**src/rtl/pdsc_pkg.sv**
```systemverilog
// Shared types and constants of the distance-holding PID stepper controller
`timescale 1ns / 1ps

package pdsc_pkg;

    // Field and datapath widths
    localparam int ECHO_W        = 16;
    localparam int DIST_W        = 14;
    localparam int ERR_W         = 15;
    localparam int LAST_ERR_W    = 16;
    localparam int INTEGRAL_BITS = 24;
    localparam int RUN_W         = 4;
    localparam int DRV_W         = 11;
    localparam int LIM_W         = 10;
    localparam int STEP_W        = 6;
    localparam int GAIN_W        = 16;

    // Shared multiplier: unsigned gains widened to signed by one bit
    localparam int MUL_A_W = GAIN_W + 1;
    localparam int MUL_B_W = (INTEGRAL_BITS > ECHO_W) ? INTEGRAL_BITS : ECHO_W + 1;
    localparam int PROD_W  = MUL_A_W + MUL_B_W;
    localparam int ACC_W   = PROD_W + 2;
    localparam int QUO_W   = ACC_W - 8;

    // Echo width in us to mm, Q16 scale (0.343 / 2 mm per us)
    localparam logic signed [MUL_A_W-1:0] DIST_SCALE = MUL_A_W'(11239);
    localparam int DIST_LSB = 16;

    // Integral clears after this many settled control cycles in a row
    localparam logic [RUN_W-1:0] SETTLE_CYCLES = RUN_W'(9);

    // APB
    localparam int APB_ADDR_W = 5;
    localparam int APB_DATA_W = 32;

    typedef enum logic [2:0] {
        REG_SETPOINT  = 3'd0,
        REG_GAIN_P    = 3'd1,
        REG_GAIN_I    = 3'd2,
        REG_GAIN_D    = 3'd3,
        REG_INT_WIN   = 3'd4,
        REG_SETTLE    = 3'd5,
        REG_DRV_LIMIT = 3'd6,
        REG_MAX_STEPS = 3'd7
    } cfg_idx_t;

    typedef struct packed {
        logic [11:0]       setpoint_mm;
        logic [GAIN_W-1:0] gain_p;
        logic [GAIN_W-1:0] gain_i;
        logic [GAIN_W-1:0] gain_d;
        logic [11:0]       integral_window;
        logic [7:0]        settle_band;
        logic [LIM_W-1:0]  drive_limit;
        logic [STEP_W-1:0] max_steps;
    } cfg_t;

    // Operand pair selected for the shared multiplier
    typedef enum logic [1:0] {
        MSEL_DIST = 2'd0,
        MSEL_P    = 2'd1,
        MSEL_I    = 2'd2,
        MSEL_D    = 2'd3
    } mul_sel_t;

    // Sequencer strobes to the datapath
    typedef struct packed {
        logic     busy;
        logic     accept;
        logic     ld_err;
        logic     acc_load;
        logic     acc_add;
        logic     ld_drive;
        logic     ld_out;
        mul_sel_t mul_sel;
    } ctrl_t;

endpackage

```
**src/rtl/pdsc_cfg.sv**
```systemverilog
// APB register file holding the controller settings
`timescale 1ns / 1ps

module pdsc_cfg (
    input  logic                             clk,
    input  logic                             rst_n,
    input  logic                             psel,
    input  logic                             penable,
    input  logic                             pwrite,
    input  logic [pdsc_pkg::APB_ADDR_W-1:0]  paddr,
    input  logic [pdsc_pkg::APB_DATA_W-1:0]  pwdata,
    output logic [pdsc_pkg::APB_DATA_W-1:0]  prdata,
    output logic                             pready,
    output pdsc_pkg::cfg_t                   cfg
);
    import pdsc_pkg::*;

    cfg_t     cfg_reg;
    cfg_idx_t idx;
    logic     wr_en;

    assign idx    = cfg_idx_t'(paddr[APB_ADDR_W-1:2]);
    assign wr_en  = psel && penable && pwrite;
    assign pready = 1'b1;
    assign cfg    = cfg_reg;

    // register writes on the access phase
    always_ff @(posedge clk or negedge rst_n)
    begin
        if (!rst_n)
        begin
            cfg_reg.setpoint_mm     <= 12'd170;
            cfg_reg.gain_p          <= GAIN_W'(333);
            cfg_reg.gain_i          <= GAIN_W'(26);
            cfg_reg.gain_d          <= GAIN_W'(1792);
            cfg_reg.integral_window <= 12'd70;
            cfg_reg.settle_band     <= 8'd5;
            cfg_reg.drive_limit     <= LIM_W'(288);
            cfg_reg.max_steps       <= STEP_W'(40);
        end
        else if (wr_en)
        begin
            unique case (idx)
                REG_SETPOINT:  cfg_reg.setpoint_mm     <= pwdata[11:0];
                REG_GAIN_P:    cfg_reg.gain_p          <= pwdata[GAIN_W-1:0];
                REG_GAIN_I:    cfg_reg.gain_i          <= pwdata[GAIN_W-1:0];
                REG_GAIN_D:    cfg_reg.gain_d          <= pwdata[GAIN_W-1:0];
                REG_INT_WIN:   cfg_reg.integral_window <= pwdata[11:0];
                REG_SETTLE:    cfg_reg.settle_band     <= pwdata[7:0];
                REG_DRV_LIMIT: cfg_reg.drive_limit     <= pwdata[LIM_W-1:0];
                REG_MAX_STEPS: cfg_reg.max_steps       <= pwdata[STEP_W-1:0];
            endcase
        end
    end

    // read mux
    always_comb
    begin
        unique case (idx)
            REG_SETPOINT:  prdata = APB_DATA_W'(cfg_reg.setpoint_mm);
            REG_GAIN_P:    prdata = APB_DATA_W'(cfg_reg.gain_p);
            REG_GAIN_I:    prdata = APB_DATA_W'(cfg_reg.gain_i);
            REG_GAIN_D:    prdata = APB_DATA_W'(cfg_reg.gain_d);
            REG_INT_WIN:   prdata = APB_DATA_W'(cfg_reg.integral_window);
            REG_SETTLE:    prdata = APB_DATA_W'(cfg_reg.settle_band);
            REG_DRV_LIMIT: prdata = APB_DATA_W'(cfg_reg.drive_limit);
            REG_MAX_STEPS: prdata = APB_DATA_W'(cfg_reg.max_steps);
        endcase
    end

endmodule

```
**src/rtl/pdsc_mul.sv**
```systemverilog
// Shared signed multiplier with operand select and registered product
`timescale 1ns / 1ps

module pdsc_mul (
    input  logic                                    clk,
    input  pdsc_pkg::mul_sel_t                      sel,
    input  pdsc_pkg::cfg_t                          cfg,
    input  logic [pdsc_pkg::ECHO_W-1:0]             echo,
    input  logic signed [pdsc_pkg::ERR_W-1:0]       err,
    input  logic signed [pdsc_pkg::INTEGRAL_BITS-1:0] integ,
    input  logic signed [pdsc_pkg::LAST_ERR_W-1:0]  diff,
    output logic signed [pdsc_pkg::PROD_W-1:0]      prod
);
    import pdsc_pkg::*;

    logic signed [MUL_A_W-1:0] op_a;
    logic signed [MUL_B_W-1:0] op_b;
    logic signed [PROD_W-1:0]  prod_next;
    logic signed [PROD_W-1:0]  prod_reg;

    // operand select: scale factor or a gain against one state value
    always_comb
    begin
        unique case (sel)
            MSEL_DIST:
            begin
                op_a = DIST_SCALE;
                op_b = {{(MUL_B_W-ECHO_W){1'b0}}, echo};
            end
            MSEL_P:
            begin
                op_a = {1'b0, cfg.gain_p};
                op_b = {{(MUL_B_W-ERR_W){err[ERR_W-1]}}, err};
            end
            MSEL_I:
            begin
                op_a = {1'b0, cfg.gain_i};
                op_b = MUL_B_W'(integ);
            end
            MSEL_D:
            begin
                op_a = {1'b0, cfg.gain_d};
                op_b = {{(MUL_B_W-LAST_ERR_W){diff[LAST_ERR_W-1]}}, diff};
            end
        endcase
    end

    assign prod_next = op_a * op_b;

    always_ff @(posedge clk)
    begin
        prod_reg <= prod_next;
    end

    assign prod = prod_reg;

endmodule

```
**src/rtl/pdsc_seq.sv**
```systemverilog
// Sequencer stepping one control cycle through the shared multiplier
`timescale 1ns / 1ps

module pdsc_seq (
    input  logic            clk,
    input  logic            rst_n,
    input  logic            in_valid,
    input  logic            out_hold,
    output pdsc_pkg::ctrl_t ctrl
);
    import pdsc_pkg::*;

    typedef enum logic [8:0] {
        ST_IDLE = 9'b000000001,
        ST_DIST = 9'b000000010,
        ST_ERR  = 9'b000000100,
        ST_MP   = 9'b000001000,
        ST_MI   = 9'b000010000,
        ST_MD   = 9'b000100000,
        ST_ACC  = 9'b001000000,
        ST_DRV  = 9'b010000000,
        ST_STEP = 9'b100000000
    } state_t;

    state_t state_reg;
    state_t state_next;

    always_ff @(posedge clk or negedge rst_n)
    begin
        if (!rst_n)
            state_reg <= ST_IDLE;
        else
            state_reg <= state_next;
    end

    // next state and strobes
    always_comb
    begin
        state_next    = state_reg;
        ctrl          = '0;
        ctrl.busy     = 1'b1;
        ctrl.mul_sel  = MSEL_DIST;
        unique case (state_reg)
            ST_IDLE:
            begin
                ctrl.busy   = 1'b0;
                ctrl.accept = in_valid;
                if (in_valid)
                    state_next = ST_DIST;
            end
            ST_DIST:
            begin
                ctrl.mul_sel = MSEL_DIST;
                state_next   = ST_ERR;
            end
            ST_ERR:
            begin
                ctrl.ld_err = 1'b1;
                state_next  = ST_MP;
            end
            ST_MP:
            begin
                ctrl.mul_sel = MSEL_P;
                state_next   = ST_MI;
            end
            ST_MI:
            begin
                ctrl.mul_sel  = MSEL_I;
                ctrl.acc_load = 1'b1;
                state_next    = ST_MD;
            end
            ST_MD:
            begin
                ctrl.mul_sel = MSEL_D;
                ctrl.acc_add = 1'b1;
                state_next   = ST_ACC;
            end
            ST_ACC:
            begin
                ctrl.acc_add = 1'b1;
                state_next   = ST_DRV;
            end
            ST_DRV:
            begin
                ctrl.ld_drive = 1'b1;
                state_next    = ST_STEP;
            end
            ST_STEP:
            begin
                // wait while the previous result is still unclaimed
                if (!out_hold)
                begin
                    ctrl.ld_out = 1'b1;
                    state_next  = ST_IDLE;
                end
            end
        endcase
    end

endmodule

```
**src/rtl/pid_distance_stepper_control.sv**
```systemverilog
// Top level of the distance-holding PID controller with stepper output
//
//  channel   direction  handshake             payload
//  -------   ---------  --------------------  ------------------------------------------
//  in        sink       in_valid / in_stall   echo_us
//  out       source     out_valid / out_stall error_mm, drive_target, step_count,
//                                             step_dir, angle_now
//  config    APB slave  psel/penable/pready   paddr, pwdata, prdata
//
// A transaction runs from acceptance through DIST, ERR, MP, MI, MD, ACC, DRV
// and STEP to the result register: the 17x24 multiplier is used four times in
// turn (distance, P, I, D terms); no new transaction is taken before then.
// in_stall is high meanwhile; the block takes the next item while the result
// waits, but holds its last step while an older result is unclaimed.
// Reset clears the settings to defaults and the integral, last error,
// settle count and motor angle to zero.
`timescale 1ns / 1ps

module pid_distance_stepper_control (
    input  logic                                   clk,
    input  logic                                   rst_n,
    input  logic                                   in_valid,
    output logic                                   in_stall,
    input  logic [pdsc_pkg::ECHO_W-1:0]            echo_us,
    output logic                                   out_valid,
    input  logic                                   out_stall,
    output logic signed [pdsc_pkg::ERR_W-1:0]      error_mm,
    output logic signed [pdsc_pkg::DRV_W-1:0]      drive_target,
    output logic [pdsc_pkg::STEP_W-1:0]            step_count,
    output logic                                   step_dir,
    output logic signed [pdsc_pkg::DRV_W-1:0]      angle_now,
    input  logic                                   psel,
    input  logic                                   penable,
    input  logic                                   pwrite,
    input  logic [pdsc_pkg::APB_ADDR_W-1:0]        paddr,
    input  logic [pdsc_pkg::APB_DATA_W-1:0]        pwdata,
    output logic [pdsc_pkg::APB_DATA_W-1:0]        prdata,
    output logic                                   pready
);
    import pdsc_pkg::*;

    localparam logic signed [INTEGRAL_BITS-1:0] INT_MAX = {1'b0, {(INTEGRAL_BITS-1){1'b1}}};
    localparam logic signed [INTEGRAL_BITS-1:0] INT_MIN = {1'b1, {(INTEGRAL_BITS-1){1'b0}}};

    cfg_t  cfg;
    ctrl_t ctrl;
    logic  out_hold;

    // controller state
    logic [ECHO_W-1:0]                echo_reg;
    logic signed [ERR_W-1:0]          err_reg;
    logic signed [LAST_ERR_W-1:0]     diff_reg;
    logic signed [LAST_ERR_W-1:0]     last_err_reg;
    logic signed [INTEGRAL_BITS-1:0]  integ_reg;
    logic signed [INTEGRAL_BITS-1:0]  integ_next;
    logic [RUN_W-1:0]                 run_reg;
    logic [RUN_W-1:0]                 run_next;
    logic signed [ACC_W-1:0]          acc_reg;
    logic signed [DRV_W-1:0]          drive_reg;
    logic signed [DRV_W-1:0]          drive_next;
    logic signed [DRV_W-1:0]          angle_reg;
    logic signed [DRV_W-1:0]          angle_next;
    logic                             out_valid_reg;

    // output register
    logic signed [ERR_W-1:0]          error_mm_reg;
    logic signed [DRV_W-1:0]          drive_target_reg;
    logic [STEP_W-1:0]                step_count_reg;
    logic                             step_dir_reg;
    logic signed [DRV_W-1:0]          angle_now_reg;

    logic signed [PROD_W-1:0]         prod;

    pdsc_cfg u_cfg (
        .clk     (clk),
        .rst_n   (rst_n),
        .psel    (psel),
        .penable (penable),
        .pwrite  (pwrite),
        .paddr   (paddr),
        .pwdata  (pwdata),
        .prdata  (prdata),
        .pready  (pready),
        .cfg     (cfg)
    );

    pdsc_seq u_seq (
        .clk      (clk),
        .rst_n    (rst_n),
        .in_valid (in_valid),
        .out_hold (out_hold),
        .ctrl     (ctrl)
    );

    pdsc_mul u_mul (
        .clk   (clk),
        .sel   (ctrl.mul_sel),
        .cfg   (cfg),
        .echo  (echo_reg),
        .err   (err_reg),
        .integ (integ_reg),
        .diff  (diff_reg),
        .prod  (prod)
    );

    assign in_stall = ctrl.busy;
    assign out_hold = out_valid_reg && out_stall;

    // error, window and settle logic
    logic [DIST_W-1:0]              dist_mm;
    logic signed [ERR_W-1:0]        err_c;
    logic [ERR_W-1:0]               mag;
    logic                           in_window;
    logic                           in_band;
    logic signed [INTEGRAL_BITS:0]  isum;
    logic signed [INTEGRAL_BITS-1:0] integ_acc;
    logic signed [LAST_ERR_W-1:0]   err_ext;
    logic signed [LAST_ERR_W-1:0]   diff_next;

    assign dist_mm   = prod[DIST_LSB+DIST_W-1:DIST_LSB];
    assign err_c     = signed'({{(ERR_W-12){1'b0}}, cfg.setpoint_mm})
                     - signed'({{(ERR_W-DIST_W){1'b0}}, dist_mm});
    assign mag       = err_c[ERR_W-1] ? ERR_W'(-err_c) : ERR_W'(err_c);
    assign in_window = mag <= {{(ERR_W-12){1'b0}}, cfg.integral_window};
    assign in_band   = mag <= {{(ERR_W-8){1'b0}}, cfg.settle_band};
    assign isum      = {integ_reg[INTEGRAL_BITS-1], integ_reg}
                     + {{(INTEGRAL_BITS+1-ERR_W){err_c[ERR_W-1]}}, err_c};
    assign err_ext   = {{(LAST_ERR_W-ERR_W){err_c[ERR_W-1]}}, err_c};
    assign diff_next = err_ext - last_err_reg;

    always_comb
    begin
        // saturating accumulate inside the window
        if (!in_window)
            integ_acc = integ_reg;
        else if (isum[INTEGRAL_BITS] != isum[INTEGRAL_BITS-1])
            integ_acc = isum[INTEGRAL_BITS] ? INT_MIN : INT_MAX;
        else
            integ_acc = isum[INTEGRAL_BITS-1:0];

        if (!in_band)
            run_next = '0;
        else if (run_reg < SETTLE_CYCLES)
            run_next = run_reg + 1'b1;
        else
            run_next = run_reg;

        integ_next = (run_next >= SETTLE_CYCLES) ? '0 : integ_acc;
    end

    // divide by 256 toward zero, then clamp
    logic signed [ACC_W-1:0] acc_adj;
    logic signed [QUO_W-1:0] quo;
    logic signed [QUO_W-1:0] lim_pos;
    logic signed [QUO_W-1:0] lim_neg;

    assign acc_adj = acc_reg + (acc_reg[ACC_W-1] ? ACC_W'(255) : ACC_W'(0));
    assign quo     = acc_adj[ACC_W-1:8];
    assign lim_pos = {{(QUO_W-LIM_W){1'b0}}, cfg.drive_limit};
    assign lim_neg = -lim_pos;

    always_comb
    begin
        priority if (quo > lim_pos)
            drive_next = lim_pos[DRV_W-1:0];
        else if (quo < lim_neg)
            drive_next = lim_neg[DRV_W-1:0];
        else
            drive_next = quo[DRV_W-1:0];
    end

    // step limiting toward the drive target
    logic signed [DRV_W:0] delta;
    logic                  dir;
    logic [DRV_W:0]        dist_steps;
    logic [STEP_W-1:0]     steps;

    assign delta      = {drive_reg[DRV_W-1], drive_reg} - {angle_reg[DRV_W-1], angle_reg};
    assign dir        = delta[DRV_W];
    assign dist_steps = dir ? (DRV_W+1)'(-delta) : (DRV_W+1)'(delta);
    assign steps      = (dist_steps > {{(DRV_W+1-STEP_W){1'b0}}, cfg.max_steps})
                      ? cfg.max_steps : dist_steps[STEP_W-1:0];
    assign angle_next = dir ? angle_reg - {{(DRV_W-STEP_W){1'b0}}, steps}
                            : angle_reg + {{(DRV_W-STEP_W){1'b0}}, steps};

    // state carried between transactions
    always_ff @(posedge clk or negedge rst_n)
    begin
        if (!rst_n)
        begin
            integ_reg     <= '0;
            last_err_reg  <= '0;
            run_reg       <= '0;
            angle_reg     <= '0;
            out_valid_reg <= 1'b0;
        end
        else
        begin
            if (ctrl.ld_err)
            begin
                integ_reg    <= integ_next;
                last_err_reg <= err_ext;
                run_reg      <= run_next;
            end
            if (ctrl.ld_out)
                angle_reg <= angle_next;
            if (ctrl.ld_out)
                out_valid_reg <= 1'b1;
            else if (!out_stall)
                out_valid_reg <= 1'b0;
        end
    end

    // working registers
    always_ff @(posedge clk)
    begin
        if (ctrl.accept)
            echo_reg <= echo_us;
        if (ctrl.ld_err)
        begin
            err_reg  <= err_c;
            diff_reg <= diff_next;
        end
        if (ctrl.acc_load)
            acc_reg <= {{(ACC_W-PROD_W){prod[PROD_W-1]}}, prod};
        else if (ctrl.acc_add)
            acc_reg <= acc_reg + {{(ACC_W-PROD_W){prod[PROD_W-1]}}, prod};
        if (ctrl.ld_drive)
            drive_reg <= drive_next;
        if (ctrl.ld_out)
        begin
            error_mm_reg     <= err_reg;
            drive_target_reg <= drive_reg;
            step_count_reg   <= steps;
            step_dir_reg     <= dir;
            angle_now_reg    <= angle_next;
        end
    end

    assign out_valid    = out_valid_reg;
    assign error_mm     = error_mm_reg;
    assign drive_target = drive_target_reg;
    assign step_count   = step_count_reg;
    assign step_dir     = step_dir_reg;
    assign angle_now    = angle_now_reg;

endmodule

```
**config.mk**
```make
export PLATFORM = sky130hd
export DESIGN_NAME = pid_distance_stepper_control
export DESIGN_NICKNAME = d
export VERILOG_FILES = /design/src/rtl/pdsc_pkg.sv /design/src/rtl/pdsc_cfg.sv /design/src/rtl/pdsc_mul.sv /design/src/rtl/pdsc_seq.sv /design/src/rtl/pid_distance_stepper_control.sv
export SDC_FILE = /design/constraint.sdc
export NUM_CORES = 2
export LEC_CHECK = 0
export BUFFER_PORTS_ARGS = -buffer_cell sky130_fd_sc_hd__buf_2
export CELL_PAD_IN_SITES_DETAIL_PLACEMENT = 0
export CELL_PAD_IN_SITES_GLOBAL_PLACEMENT = 2
export CORE_MARGIN = 5
export CORE_UTILIZATION = 40
export CTS_BUF_LIST = sky130_fd_sc_hd__clkbuf_8
export DETAILED_ROUTE_END_ITERATION = 6
export PLACE_DENSITY_LB_ADDON = 0.1
export SKIP_LAST_GASP = 1
export SLEW_MARGIN = 20
export SYNTH_ARGS = -nofsm -noshare
export SYNTH_HDL_FRONTEND = slang
export SYNTH_SLANG_ARGS = --single-unit
```
**constraint.sdc**
```tcl
create_clock -name clk -period 11.8 [get_ports clk]
set_input_delay 0 -clock clk [delete_from_list [all_inputs] [get_ports clk]]
set_output_delay 0 -clock clk [all_outputs]
set_load 0.05 [all_outputs]
```
Word-level counts from Yosys, hierarchy flattened
Cells that the tools add are included.
{ "totals": {"regBits": 346, "latch_bits": 0, "ram_bits": 0, "mem_bits_ro": 0, "in_bits": 60, "out_inout_bits": 79, "elab_cells": 118, "n_memories": 0} }
{ "op_classes": {"add_sub_neg": 12, "multipliers": 1, "div": 0, "magnitude_cmp": 7, "eq_ne": 23, "shifts": 0, "n_mux": 31, "bitwise_logic": 0, "n_reduce_logical": 18} }
{ "ops": {"columns": ["cell", "count"], "rows": [
  ["32-bit one-hot mux with 8 select lines", 1],
  ["24-bit 2-to-1 mux", 4],
  ["24-bit one-hot mux with 4 select lines", 1],
  ["43-bit 2-to-1 mux", 2],
  ["9-bit one-hot mux with 9 select lines", 1],
  ["17-bit one-hot mux with 4 select lines", 1],
  ["43-bit adder", 1],
  ["43-bit by 9-bit adder with 43-bit output", 1],
  ["17-bit by 24-bit multiplier with 41-bit output", 1],
  ["35-bit by 11-bit > comparator with 1-bit output", 1],
  ["35-bit less-than comparator", 1],
  ["10-bit negation with 35-bit output", 1],
  ["24-bit by 15-bit adder with 25-bit output", 1],
  ["11-bit 2-to-1 mux", 2],
  ["2-bit AND reduction", 10],
  ["9-bit 2-to-1 mux", 2],
  ["15-bit by 15-bit subtractor with 16-bit output", 1],
  ["15-bit by 12-bit less-or-equal comparator with 1-bit output", 1],
  ["15-bit by 8-bit less-or-equal comparator with 1-bit output", 1],
  ["15-bit 2-to-1 mux", 1],
  ["15-bit negation", 1],
  ["12-bit by 14-bit subtractor with 15-bit output", 1],
  ["3-bit == test, second input constant", 4],
  ["12-bit by 6-bit > comparator with 1-bit output", 1],
  ["other kinds (36)", 50]
]} }

Logic depth before layout (Yosys ltp)
{ "logic_depth": {"depth_word": 8, "depth_mapped": 40, "ltp_nobuf": 38} }

By module
A second synthesis with hierarchy kept.
{ "hier_totals": {"hier_cells": 4145, "area_unflattened_um2": 38207.9} }
{ "by_module_without_submodules": {"columns": ["mod", "n_inst", "cells_per_inst", "area_each_um2", "seq_area_each_um2"], "rows": [
  ["pid_distance_stepper_control", 1, 1817, 16859.9, 5730.5],
  ["pdsc_mul", 1, 1916, 16139.2, 820.8],
  ["pdsc_cfg", 1, 346, 4638.2, 2432.3],
  ["pdsc_seq", 1, 66, 570.5, 226.5]
]} }

Worst setup path after synthesis
Ideal clock, no wire load.
{ "synth_timing": {"path_kind": "register to register", "from": "register u_seq.state_reg[1]", "to": "register u_mul.prod_reg[39], in the netlist u_mul.prod[39]", "setup_ns": 0.072, "arrival_time_ns": 8.247, "t_required_ns": 11.728, "slack_ns": 3.481, "stages_incl_launch_ff": 34, "n_path_buf": 3, "period_less_slack_ns": 8.319, "cell_sequence": "dfrtp_1 -> or4_1 -> nor2_1 -> and4b_1 -> clkbuf_1 -> nor2_1 -> clkbuf_1 -> nand2_1 -> clkbuf_1 -> nand3_1 -> o21ai_0 -> nor2_1 -> fa_1 -> inv_1 -> fa_1 -> fa_1 -> inv_1 -> fa_1 -> fa_1 -> inv_1 -> fa_1 -> inv_1 -> ha_1 -> a21o_1 -> a221o_1 -> a21oi_1 -> o21a_1 -> a2111oi_0 -> o31a_1 -> o21ai_0 -> a22oi_1 -> a211o_1 -> a21oi_1 -> xnor2_1"} }
{ "synth_between": {"elab_chain_cells": 5, "word_cells_on_any_way": 11, "cone_classes": "1 x mul; 6 x eq/ne; 3 x mux; 1 x reduce/logical"} }
{ "synth_rtl": {"columns": ["element", "line_no", "source"], "rows": [
  ["start, declared", "pdsc_seq.sv:25", "state_t state_reg;"],
  ["start signal, assigned", "pdsc_seq.sv:33", "state_reg <= state_next;"],
  ["9-bit by 6-bit == test with 1-bit output (tied with other cells)", "pdsc_seq.sv:43", "unique case (state_reg)"],
  ["2-bit one-hot mux with 3 select lines *", "pdsc_seq.sv:43", null],
  ["2-bit == test (tied with other cells)", "pdsc_mul.sv:24", "unique case (sel)"],
  ["17-bit one-hot mux with 4 select lines / 24-bit one-hot mux with 4 select lines (equally long branches)", "pdsc_mul.sv:24", null],
  ["17-bit by 24-bit multiplier with 41-bit output *", "pdsc_mul.sv:48", "assign prod_next = op_a * op_b;"],
  ["named net u_mul.prod_next[39]", "pdsc_mul.sv:18", "logic signed [PROD_W-1:0] prod_next;"],
  ["end signal, assigned", "pdsc_mul.sv:52", "prod_reg <= prod_next;"],
  ["end, declared", "pdsc_mul.sv:19", "logic signed [PROD_W-1:0] prod_reg;"]
]} }
The timed path passes the listed nets; every way through them passes the cells marked *. The select of a mux whose other input is x is not followed.
A chain may end at the register's enable or synchronous reset.

Worst setup path in the final report
{ "layout_timing": {"from": "register u_seq.state_reg[1]", "to": "register u_mul.prod_reg[37], in the netlist u_mul.prod[37]"} }
Same word-level chain as after synthesis.

==> results.ini <==
[run_status]
status = finished, final reports clean

[layout]
n_fill_cell = 9189
largest_reg_flops = 96
fin_nets = 4926
syn2layout_area_growth_pct = 10.40
layout-drive-gt1-share_pct = 10.26

[clocking]
cts.clk_slew.worst_paths_ns = 0.06
cts_buffers = 70
cts_root_buf = clkbuf_8
cts_resized = 0
clock_path_buffers = 3
cts.sinks = 346
postCtsSetupBuffers = 0
cts_hold_buf = 51
cts_tree = built
ctsHtreeMaxLevel = 3
clk_latency_ns = 0.72

[detailed_routing]
vias = 28480
drt_wl_total_um = 115700
ant_nets = 0
vias_per_cell = 5.248
drt_first_iter_violations = 1646
avgRoutedWirePerCell_um = 21.33
dr.pass1.iters = 5
drc = 0

[global_route]
grt_start_max_net_pins = 68
grt-ovfl-total = 0
grt_use_total_pct = 23.67
grt_pass1_vias = 29640
antenna_found_initial = 2
grt_first_pass_wirelength_um = 179100

[sta]
tns_ns = 0
hold_violations = 0
min_period_over_period_pct = 82.01
worstMarginPinSlew_ns = 1.115
maxSlewViolCount = 0
fin_skew_ns = 0.06717
fmax_mhz = 103.3
finalSetupViolCount = 0
rsz0062_at_grt = no
slew_headroom_pct = 25.37
fin_crit_ns = 9.677

[critical_path]
cp-end-kind = flop
crit_type = reg -> reg
crit_arrival_ns = 10.25
required_ns = 12.37
slowest_stage = a2111oi_0
cp_common_cell = fa_1
max_stage_delay_ns = 0.70
cp_max_fo = 28
start_kind = flop

[floorplan]
die_h_um = 313.1
design.core.area_um2 = 91390
start_util_pct = 40.21
num_io_pins = 139
die_area_um2 = 98040
die_w_um = 313.1
fp-row-count = 111

[synthesis]
synth_top_area_share_pct = 20.86
yosys_warnings = 0
synth_edf_count = 145
synthDistinctLibCells = 97
synthTopCellsByArea = fa_1, edfxtp_1, ha_1
avgSynthCellArea_um2 = 9.106
synth-seq-area-share_pct = 25.06
synth_ff_type = edfxtp_1
synth_top_area_cell = fa_1
yosysMostFrequentCell = inv_1
synthArstFlopShare_pct = 46.24
synth-seq-cells = 346
synth_commonest_cells = inv_1, nand2_1, fa_1
syn_area_um2 = 36750
synthCells = 4036

[worst_hold_path]
min_path_type = in -> reg

[placement]
place_congestion = 0.8572
portBuffers = 103
dp_hpwl_um = 92520

[run]
maxCapViolations = 0

[area by class of cell]
cell class / instances / area (um2) / area share (%)
diodes: 1 / 2.502 / 0.006168
clock buffers: 79 / 1087 / 2.680
clock inverters: 48 / 327.8 / 0.8079
inverters: 623 / 2338 / 5.764
multi-input cells: 2939 / 24700 / 60.87
flip-flops and latches: 346 / 9210 / 22.70
well taps: 1186 / 1484 / 3.657
repair buffers: 204 / 1425 / 3.512
[cell usage in the layout (no fill, tap or decap), types with 16 or more instances in the layout]
cell type,instances
a22oi_1,28
o21a_1,46
and2_1,20
a221oi_1,17
nand2_1,491
dfxtp_1,41
dfstp_2,25
fa_1,383
a21o_1,73
inv_1,635
buf_2,102
dlygate4sd3_1,50
mux2_2,69
nor2b_1,28
buf_4,50
o21ai_1,23
xor2_1,54
clkbuf_8,79
nor3_1,51
ha_1,299
o21ai_0,219
nand3_1,61
o21ai_2,20
nor2_1,305
dfrtp_1,135
conb_1,17
nand4_1,30
xnor2_1,134
edfxtp_1,145
nand2b_1,35
and3_1,32
mux2i_1,35
a31oi_1,25
a21oi_1,177
a211o_1,16
[cells by family (layout without fill, tap and decap cells)]
group,Yosys count,after routing,share of synthesized area [%]
DFF,346,346,25.06
muxes,107,107,3.190
AOI/OAI and AO/OA,800,800,14.08
adders and majority gates,682,682,31.04
xor gates and xnor gates,189,189,4.525
and+or+nand+nor,1144,1144,14.01
buffers and inverters,766,954,8.072
other,2,18,0.02044
[metrics by stage]
stage               worst slack (ns)  instance area (um2)  cells  hold slack, ns  utilization (%)
floorplan                      3.481                36810   4051         -0.2956                -
global placement               2.291                38620   5247        -0.01274            42.26
detailed placement             2.255                38630   5247        -0.01510            42.27
CTS                            2.150                40570   5425       0.0007543            44.39
global route                   1.554                40570   5426         0.02420            44.40
finish                         2.123                40570   5426         0.05488            44.40
[final timing paths]
path	depth (start not counted)	slack (ns)	from	to
min reg2reg	0	0.41	err_reg[14]	error_mm[14]
max in group asynchronous	5	9.68	rst_n	integ_reg[20]
min in group asynchronous	3	0.47	rst_n	u_cfg.cfg[30]
max	30	2.12	u_seq.state_reg[1]	u_mul.prod[37]
max reg2reg	30	2.12	u_seq.state_reg[1]	u_mul.prod[37]
min	2	0.05	echo_us[13]	echo_reg[13]
[worst max-delay path: cells and delay by family, from the launching register on]
family                     cells  cell delay (ns)
adders and majority gates      7             3.42
and+or+nand+nor               10             2.79
AOI/OAI and AO/OA              8             2.10
buffers and inverters          5             0.75
DFF                            1             0.44
[per-layer routing]
metal	share of wire, %	vias to the layer above	global-route usage (%)
li1	-	13730	-
met1	46	14060	32.26
met2	48	533	40.08
met3	3.9	153	2.876
met4	2.8	0	6.455
met5	0	-	0
Power is left out: the tool's default activity adds up to more than one toggle a clock period on the data nets, which glitch-free logic cannot reach.
